`config.mk`:
```
export PLATFORM = sky130hd
export DESIGN_NAME = humidity_temp_reading_decoder_core_flat
export DESIGN_NICKNAME = d
export VERILOG_FILES = /design/src/rtl/core/htrd_pkg.sv /design/src/rtl/core/htrd_if.sv /design/src/rtl/core/humidity_temp_reading_decoder_core.sv /design/src/rtl/core/htrd_crc_check.sv /design/src/rtl/core/htrd_convert.sv /design/src/flat_wrapper.sv
export SDC_FILE = /design/constraint.sdc
export NUM_CORES = 1
export LEC_CHECK = 0
export BUFFER_PORTS_ARGS = -buffer_cell sky130_fd_sc_hd__buf_2
export CORE_ASPECT_RATIO = 0.7
export CORE_MARGIN = 3
export CORE_UTILIZATION = 50
export CTS_CLUSTER_DIAMETER = 200
export DETAILED_ROUTE_END_ITERATION = 10
export MAX_ROUTING_LAYER = met4
export PLACE_DENSITY_LB_ADDON = 0.1
export SKIP_CTS_REPAIR_TIMING = 1
export SYNTH_ARGS = -nofsm -noshare
export SYNTH_HDL_FRONTEND = slang
export SYNTH_SLANG_ARGS = --single-unit
```
`constraint.sdc`:
```
create_clock -name clk -period 9.9 [get_ports clk]
set_clock_uncertainty 0.15 [all_clocks]
set_input_delay 0 -clock clk [delete_from_list [all_inputs] [get_ports clk]]
set_output_delay 0 -clock clk [all_outputs]
set_load 0.05 [all_outputs]
```
`src/rtl/core/htrd_pkg.sv`:
```
// ----------------------------------------------------------------------------
// htrd_pkg
// Types and constants shared by the reading decoder modules.
// ----------------------------------------------------------------------------
package htrd_pkg;

  typedef struct packed {
    logic       kind;
    logic [7:0] data_high;
    logic [7:0] data_low;
    logic [7:0] check_byte;
    logic       bus_error;
  } in_t;

  typedef struct packed {
    logic              kind_out;
    logic signed [11:0] value;
    logic              crc_fail;
    logic              bus_fail;
  } out_t;

  localparam logic KIND_TEMP  = 1'b0;
  localparam logic KIND_HUMID = 1'b1;

  // x^(i+8) mod x^8+x^5+x^4+1 for bit i of the 16-bit data word
  localparam logic [7:0] CRC_TERM [16] = '{
    8'h31, 8'h62, 8'hC4, 8'hB9, 8'h43, 8'h86, 8'h3D, 8'h7A,
    8'hF4, 8'hD9, 8'h83, 8'h37, 8'h6E, 8'hDC, 8'h89, 8'h23
  };

  localparam int WORD_W  = 14;
  localparam int MUL_W   = 30;
  localparam int PROD_W  = WORD_W + MUL_W;
  localparam int Q_SHIFT = 32;
  localparam int Q_W     = PROD_W - Q_SHIFT;
  localparam int HQ_W    = 7;

  // ceil(2^32 * 2048 / 9548) and ceil(2^32 * 1024 / 134215)
  localparam logic [MUL_W-1:0] MUL_TEMP  = 30'd921249793;
  localparam logic [MUL_W-1:0] MUL_HUMID = 30'd32768667;

  localparam logic signed [Q_W:0]  TEMP_OFFSET  = 13'sd937;
  localparam logic signed [11:0]   HUMID_OFFSET = 12'sd6;

endpackage

```
`src/rtl/core/htrd_if.sv`:
```
// ----------------------------------------------------------------------------
// htrd_if
// Valid/ready channels carrying a reading request and a decoded result.
// ----------------------------------------------------------------------------
interface htrd_in_if;
  logic         valid;
  logic         ready;
  htrd_pkg::in_t data;

  modport source (output valid, output data, input ready);
  modport sink   (input valid, input data, output ready);
endinterface

interface htrd_out_if;
  logic          valid;
  logic          ready;
  htrd_pkg::out_t data;

  modport source (output valid, output data, input ready);
  modport sink   (input valid, input data, output ready);
endinterface

```
`src/rtl/core/humidity_temp_reading_decoder_core.sv`:
```
// ----------------------------------------------------------------------------
// humidity_temp_reading_decoder_core
// Decodes sensor readings: CRC-8 check and conversion to physical units.
//
// Input channel in_chan carries one reading request: kind, the two data
// bytes, the check byte and the bus error flag. Output channel out_chan
// returns one result per request: kind echo, signed value (tenths of a
// degree, or whole percent), CRC failure and bus failure flags.
// A request is taken into an input register, decoded by the CRC network
// and one shared 14x30 constant multiplier, and held in a result register.
// out_chan.valid rises once a request has moved from the input register
// into the result register; one request is accepted every cycle while the
// receiver does not stall, each taking a single pass through that multiplier.
// When the receiver stalls, the result register holds and the input
// register fills; in_chan.ready drops only once both are occupied.
// Reset (rst_n low, synchronous) empties both registers.
// ----------------------------------------------------------------------------
module humidity_temp_reading_decoder_core (
  input  logic              clk,
  input  logic              rst_n,
  htrd_in_if.sink           in_chan,
  htrd_out_if.source        out_chan
);
  import htrd_pkg::*;

  logic          s1_valid_r;
  in_t           s1_data_r;
  logic          s2_valid_r;
  out_t          s2_data_r;
  logic          s1_ready;
  logic          s2_ready;
  logic          crc_fail;
  logic signed [11:0] value;
  out_t          s2_data_nxt;

  assign s2_ready = !s2_valid_r || out_chan.ready;
  assign s1_ready = !s1_valid_r || s2_ready;

  assign in_chan.ready  = s1_ready;
  assign out_chan.valid = s2_valid_r;
  assign out_chan.data  = s2_data_r;

  htrd_crc_check u_crc (
    .data_high  (s1_data_r.data_high),
    .data_low   (s1_data_r.data_low),
    .check_byte (s1_data_r.check_byte),
    .crc_fail   (crc_fail)
  );

  htrd_convert u_conv (
    .kind     (s1_data_r.kind),
    .word     ({s1_data_r.data_high, s1_data_r.data_low[7:2]}),
    .crc_fail (crc_fail),
    .value    (value)
  );

  always_comb begin
    s2_data_nxt.kind_out = s1_data_r.kind;
    s2_data_nxt.value    = value;
    s2_data_nxt.crc_fail = crc_fail;
    s2_data_nxt.bus_fail = s1_data_r.bus_error;
  end

  // input register
  always_ff @(posedge clk) begin
    if (!rst_n) begin
      s1_valid_r <= 1'b0;
    end else if (s1_ready) begin
      s1_valid_r <= in_chan.valid;
    end
  end

  always_ff @(posedge clk) begin
    if (s1_ready && in_chan.valid) begin
      s1_data_r <= in_chan.data;
    end
  end

  // result register
  always_ff @(posedge clk) begin
    if (!rst_n) begin
      s2_valid_r <= 1'b0;
    end else if (s2_ready) begin
      s2_valid_r <= s1_valid_r;
    end
  end

  always_ff @(posedge clk) begin
    if (s2_ready && s1_valid_r) begin
      s2_data_r <= s2_data_nxt;
    end
  end

  a_crc_zero: assert property (@(posedge clk) disable iff (!rst_n)
    (s2_valid_r && s2_data_r.crc_fail) |-> (s2_data_r.value == 12'sd0))
    else $error("value not cleared on CRC failure");

  a_humid_range: assert property (@(posedge clk) disable iff (!rst_n)
    (s2_valid_r && s2_data_r.kind_out == KIND_HUMID)
      |-> (s2_data_r.value >= -12'sd6 && s2_data_r.value <= 12'sd118))
    else $error("humidity result out of range");

  a_s1_hold: assert property (@(posedge clk) disable iff (!rst_n)
    (s1_valid_r && !s2_ready) |=> (s1_valid_r && $stable(s1_data_r)))
    else $error("input register dropped a stalled request");

  a_reset_empty: assert property (@(posedge clk)
    !rst_n |=> (!s1_valid_r && !s2_valid_r))
    else $error("pipeline not empty after reset");

endmodule

```
`src/rtl/core/htrd_crc_check.sv`:
```
// ----------------------------------------------------------------------------
// htrd_crc_check
// CRC-8 over the two data bytes, compared against the check byte.
// ----------------------------------------------------------------------------
module htrd_crc_check (
  input  logic [7:0] data_high,
  input  logic [7:0] data_low,
  input  logic [7:0] check_byte,
  output logic       crc_fail
);
  import htrd_pkg::*;

  logic [15:0] word;
  logic [7:0]  crc;

  assign word = {data_high, data_low};

  always_comb begin
    crc = 8'h00;
    for (int i = 0; i < 16; i++) begin
      if (word[i]) begin
        crc = crc ^ CRC_TERM[i];
      end
    end
  end

  assign crc_fail = (crc != check_byte);

endmodule

```
`src/rtl/core/htrd_convert.sv`:
```
// ----------------------------------------------------------------------------
// htrd_convert
// Scales the masked raw word to tenths of a degree or percent humidity.
// ----------------------------------------------------------------------------
module htrd_convert (
  input  logic                          kind,
  input  logic [htrd_pkg::WORD_W-1:0]   word,
  input  logic                          crc_fail,
  output logic signed [11:0]            value
);
  import htrd_pkg::*;

  logic [MUL_W-1:0]   mul_k;
  logic [PROD_W-1:0]  prod;
  logic [Q_W-1:0]     quot;
  logic signed [Q_W:0] temp_diff;
  logic signed [Q_W:0] temp_half;
  logic signed [11:0] humid_val;

  assign mul_k = (kind == KIND_HUMID) ? MUL_HUMID : MUL_TEMP;
  assign prod  = PROD_W'(word) * PROD_W'(mul_k);
  assign quot  = prod[PROD_W-1:Q_SHIFT];

  // halve toward zero
  assign temp_diff = $signed({1'b0, quot}) - TEMP_OFFSET;
  assign temp_half = (temp_diff + $signed({{Q_W{1'b0}}, temp_diff[Q_W]})) >>> 1;

  assign humid_val = $signed({{(12-HQ_W){1'b0}}, quot[HQ_W-1:0]}) - HUMID_OFFSET;

  always_comb begin
    if (crc_fail) begin
      value = 12'sd0;
    end else if (kind == KIND_HUMID) begin
      value = humid_val;
    end else begin
      value = temp_half[11:0];
    end
  end

endmodule
```
`src/flat_wrapper.sv`:
```
// flat-port wrapper written by rule: the top's interface ports become plain ports
module humidity_temp_reading_decoder_core_flat import htrd_pkg::*;
  (clk, rst_n, in_chan_valid, in_chan_data, in_chan_ready, out_chan_valid, out_chan_data, out_chan_ready);
  htrd_in_if in_chan_i ();
  htrd_out_if out_chan_i ();
  input  logic clk;
  input  logic rst_n;
  input wire logic [$bits(in_chan_i.valid)-1:0] in_chan_valid;
  input wire logic [$bits(in_chan_i.data)-1:0] in_chan_data;
  output wire logic [$bits(in_chan_i.ready)-1:0] in_chan_ready;
  output wire logic [$bits(out_chan_i.valid)-1:0] out_chan_valid;
  output wire logic [$bits(out_chan_i.data)-1:0] out_chan_data;
  input wire logic [$bits(out_chan_i.ready)-1:0] out_chan_ready;
  assign in_chan_i.valid = in_chan_valid;
  assign in_chan_i.data = in_chan_data;
  assign in_chan_ready = in_chan_i.ready;
  assign out_chan_valid = out_chan_i.valid;
  assign out_chan_data = out_chan_i.data;
  assign out_chan_i.ready = out_chan_ready;
  humidity_temp_reading_decoder_core u_core (.clk(clk), .rst_n(rst_n), .in_chan(in_chan_i), .out_chan(out_chan_i));
endmodule
```
# After elaboration in Yosys (flattened, before gate mapping)
# Cells that the tools add are included.
[word_totals] input_bits=30 output_inout_bits=17 register_bits=43
[classes] n_mux=18 addsub=3 n_eq_ne=1 multipliers=1 bitwise_logic=15 n_reduce_logical=6
[op_table] cell="$mux 8" count=8
[op_table] cell="$mul 14x30->44" count=1
[op_table] cell="$not 5->5" count=8
[op_table] cell="$mux 30" count=1
[op_table] cell="$mux 7" count=4
[op_table] cell="$mux 6" count=4
[op_table] cell="$not 3->3" count=6
[op_table] cell="$add 13x2->13" count=1
[op_table] cell="$sub 12x10->13 const B" count=1
[op_table] cell="$mux 12" count=1
[op_table] cell="$ne 8x8->1" count=1
[op_table] cell="$sub 7x3->8 const B" count=1
[op_table] cell="$not 2->3" count=1
[op_table] cell="$logic_and 1x1->1" count=2
[op_table] cell="$logic_not 1->1" count=2
[op_table] cell="$logic_or 1x1->1" count=2

# Logic depth before layout (Yosys ltp)
[depth] word_depth=32 mapped_depth=37

# Modules after synthesis
# Synthesis repeated with hierarchy kept, for this count alone.
[unflattened] hier_cells=1188 hier_area_um2=11464.7
[by_module_without_submodules] mod="htrd_convert" area_each_um2=9593.0 seq_area_each_um2=0.0 instances=1 cells_each=1092
[by_module_without_submodules] mod="humidity_temp_reading_decoder_core" area_each_um2=1335.0 seq_area_each_um2=1271.2 instances=1 cells_each=50
[by_module_without_submodules] mod="htrd_crc_check" area_each_um2=536.8 seq_area_each_um2=0.0 instances=1 cells_each=46

# Worst setup path before layout
# OpenSTA, ideal clock, no wires.
[synth_path] path_type="register to register" from="register u_core.s1_data_r[25] (netlist bit)" to="register u_core.s2_data_r (netlist bit u_core.out_chan.data[5]), data pin" synth_period_minus_slack_ps=8377 t_required_ps=9543 stages_incl_launch_ff=33 arrival_ps=8020 path_slack_ps=1523 cell_sequence="edfxtp_1 -> clkbuf_1 -> inv_1 -> nor2_1 -> inv_1 -> ha_1 -> inv_1 -> fa_1 -> fa_1 -> inv_1 -> fa_1 -> inv_1 -> fa_1 -> fa_1 -> ha_1 -> a21oi_1 -> o21ai_0 -> a21oi_1 -> a21oi_1 -> o21a_1 -> o31ai_1 -> ha_1 -> clkbuf_1 -> o21ai_0 -> a211oi_2 -> nor4_4 -> nor4b_1 -> ha_1 -> o21ai_0 -> a31oi_1 -> a21oi_1 -> and3_1 -> a2111oi_0"
[synth_between] elab_chain_len=5
[synth_lines] element="start: declaration" line_no="humidity_temp_reading_decoder_core.sv:27" rtl="in_t s1_data_r;"
[synth_lines] element="start signal: assignment" line_no="humidity_temp_reading_decoder_core.sv:75" rtl="s1_data_r <= in_chan.data;"
[synth_lines] element="$mux 30" line_no="htrd_convert.sv:20" rtl="assign mul_k = (kind == KIND_HUMID) ? MUL_HUMID : MUL_TEMP;"
[synth_lines] element="$mul 14x30->44" line_no="htrd_convert.sv:21" rtl="assign prod = PROD_W'(word) * PROD_W'(mul_k);"
[synth_lines] element="$sub 12x10->13" line_no="htrd_convert.sv:25" rtl="assign temp_diff = $signed({1'b0, quot}) - TEMP_OFFSET;"
[synth_lines] element="$add 13x2->13" line_no="htrd_convert.sv:26" rtl="assign temp_half = (temp_diff + $signed({{Q_W{1'b0}}, temp_diff[Q_W]})) >>> 1;"
[synth_lines] element="$mux 12 *" line_no="htrd_convert.sv:33" rtl="end else if (kind == KIND_HUMID) begin"
[synth_lines] element="end signal: assignment" line_no="humidity_temp_reading_decoder_core.sv:90" rtl="s2_data_r <= s2_data_nxt;"
[synth_lines] element="end: declaration" line_no="humidity_temp_reading_decoder_core.sv:29" rtl="out_t s2_data_r;"
# Every way passes the cells marked *; elsewhere a longest branch is shown, timed or not.
# A chain may end at the register's enable or synchronous reset.

# Final worst setup path
[layout_path] from="register u_core.s1_data_r[13] (netlist bit)" to="register u_core.s2_data_r (netlist bit u_core.out_chan.data[13]), data pin"
[layout_between] elab_chain_len=19
[layout_lines] element="branches (longest 19 deep; another with $mul 14x30->44)"
# Several ways; the timed one is not identified.

==> results.md <==
- Post-Synth Simple-Gate Area: 10.63%
- Tcrit/Tclk final: 94.60%
- DIE AREA: 24230 um^2
- Fin Setup TNS: 0 ns
- Antenna-violating nets left: 0
- Clock slew at reported path FFs: around 0.070 ns
- DRC: 0
- ANT cells: 0
- EDFF count, synth: 41
- DP Wirelength: 26.21 mm
- Mean Syn Cell Area: 9.618 um^2
- Max Clk Rate: 0.1068 GHz
- Ys async rst share: 0%
- GR Overflow Total: 0
- Worst-Margin Slew: roughly 1.2 ns
- Final setup viols: 0
- Sequential share of the synthesized area: 11.36%
- CTS tree: yes
- Initial antenna violation count: 0
- Vias per cell: 5.287
- Yosys reg bits: 43
- Ys flop type: edfxtp_1
- Clock insertion delay at the later pin of the skew report: 0.29 ns
- Largest cells by area after synthesis: fa_1 (31%), ha_1 (21%), edfxtp_1 (11%), inv_1 (9.8%), xnor2_1 (3.6%)
- Max clock buf depth: 2
- CP startpoint kind: flip-flop
- Crit path DAT: 9.25 ns
- Syn. warnings: 0
- Final slew viol count: 0
- Buffers added on ports: 46
- DR pass1 iterations: 5
- Core region area: 21850 um^2
- Crit path largest cell delay: 0.59 ns
- Routed wire length: 30.05 mm
- # Max-Cap Violations: 0
- Commonest non-fill, non-tap cell in the layout: inv_1
- Clock sinks: 43
- Yosys top cell by area: fa_1
- Die H: 131.1 um
- Crit path top cell by count: fa_1
- Max-slew headroom: 21.37%
- Routability cong.: 1.001
- Mapped Area: 11190 um^2
- Ratio of cells with drive above 1 in the final layout: 7.981%
- Most frequent cells in the layout: inv_1 (292), ha_1 (190), fa_1 (175)
- Crit path max fanout: 12
- Largest family of logic cells by synthesized area: adder cells
- Nets: 1647
- Via Count: around 8000
- CP bufs+invs: 5
- RSZ-0062 raised after global routing: no
- Clock root buffer: clkbuf_16
- Initial core utilization: 51.20%
- Status: finished, final reports clean
- Number of library cell types mapped by synthesis: 72
- Hold Fails Final Rpt: 0
- Share of the synthesized area in the top cell type: 31.32%
- Fill cell count: 1956
- CP max stage cell: edfxtp_1
- Adder-Cell Fraction of Synth Area: between 50% and 60%
- Post-synthesis compound-gate area fraction: 8.949%
- Fin crit period: 9.365 ns
- GRT Overall Usage: between 20% and 30%
- Core Rows: 45
- Xor/xnor share of the synthesized area: 5.917%
- Hold crit path type: in -> reg
- Initial DRC count: 522
- Mux share of post-synthesis cell area: 0%
- WL/cell: 19.57 um
- Via count of the first global-routing pass: 8194
- Setup Crit Path Kind: reg -> reg
- IO Pins: 47
- Top delay family on crit path: adder cells
- CTS buffer count: 5
- First-pass GRT wire length: 47.19 mm
- Worst Path Required: 9.78 ns
- Die width: around 180 um
- Mapped Cells: 1163
- H-tree levels: 2
- Largest net degree at the start of global routing: 27
- Area Growth Syn to Fin: 10.04%
- Critical path capture point type: flip-flop
[synthesized netlist by cell type, drive strengths merged (4+ instances only)]
cell and instances:
inv 292, ha 190, fa 175, nand2 74, xnor2 49, a21oi 43, edfxtp 41, nor2 41
o21ai 29, xor2 21, nand3 20, a21o 15, nand4 14, clkbuf 13, nor3 13, o31ai 11
and2 10, or2 9, a211oi 8, nor2b 8, nor4 8, and3 7, o21a 7, a31oi 6
buf 6, nand2b 5, nand3b 4, o2111ai 4
[worst min-delay path, delay by kind of cell]
| kind | cells | cell delay [ns] |
|---|---|---|
| AND/OR/NAND/NOR | 2 | 0.17 |
| buffers and inverters | 2 | 0.31 |
[registers in the layout (all words and copies together), names as in the netlist]
signal                 count
u_core.out_chan.valid      1
u_core.out_chan.data      15
u_core.s1_data_r          26
u_core.s1_valid_r          1
[final timing paths]
check | cells after the start | from | to | slack (ns)
max | 29 | u_core.s1_data_r[13]$_DFFE_PP_ | u_core.out_chan.data[13]$_SDFFCE_PP0P_ | 0.54
min | 4 | out_chan_ready | u_core.out_chan.data[1]$_DFFE_PP_ | 0.22
max reg2reg | 29 | u_core.s1_data_r[13]$_DFFE_PP_ | u_core.out_chan.data[13]$_SDFFCE_PP0P_ | 0.54
min reg2reg | 0 | u_core.s1_data_r[0]$_DFFE_PP_ | u_core.out_chan.data[0]$_DFFE_PP_ | 0.29
[final cells by class]
class	count	area, um^2	share of cell area, %
flip-flops and latches	43	1271	10.33
well taps	282	352.8	2.866
multi-input cells	819	8777	71.31
repair buffers	91	643.1	5.225
clock buffers	5	125.1	1.016
inverters	292	1096	8.904
clock inverters	3	43.79	0.3558
[routing by layer]
metal | up-vias | share of wire [%] | track usage [%]
li1 | 3917 | - | -
met1 | 3873 | 50 | 41.21
met2 | 307 | 37 | 31.86
met3 | 19 | 12 | 10.32
met4 | 0 | 1.1 | 3.582
met5 | - | 0 | -
[metrics by stage]
stage | instances | utilization [%] | setup WS (ns) | cell area (um^2) | hold slack [ns]
after floorplan | 1173 | - | 1.523 | 11220 | -0.05113
after global placement | 1497 | 54.20 | 0.5730 | 11840 | 0.02818
after detailed placement | 1497 | 54.20 | 0.6583 | 11840 | 0.02809
after CTS | 1505 | 54.97 | 0.6322 | 12010 | -0.2747
after global routing | 1535 | 56.35 | 0.004809 | 12310 | 0.2684
final | 1535 | 56.35 | 0.5351 | 12310 | 0.2159
[cells by family after synthesis]
| kind of cell | count (synthesis) |
|---|---|
| and+or+nand+nor | 225 |
| buffers and inverters | 311 |
| adders and majority gates | 365 |
| AOI/OAI and AO/OA | 147 |
| xor gates and xnor gates | 70 |
| other | 2 |
| DFF | 43 |
Power is not shown: default switching activity piles up to over one toggle a cycle in this logic, so the estimate is an artifact.
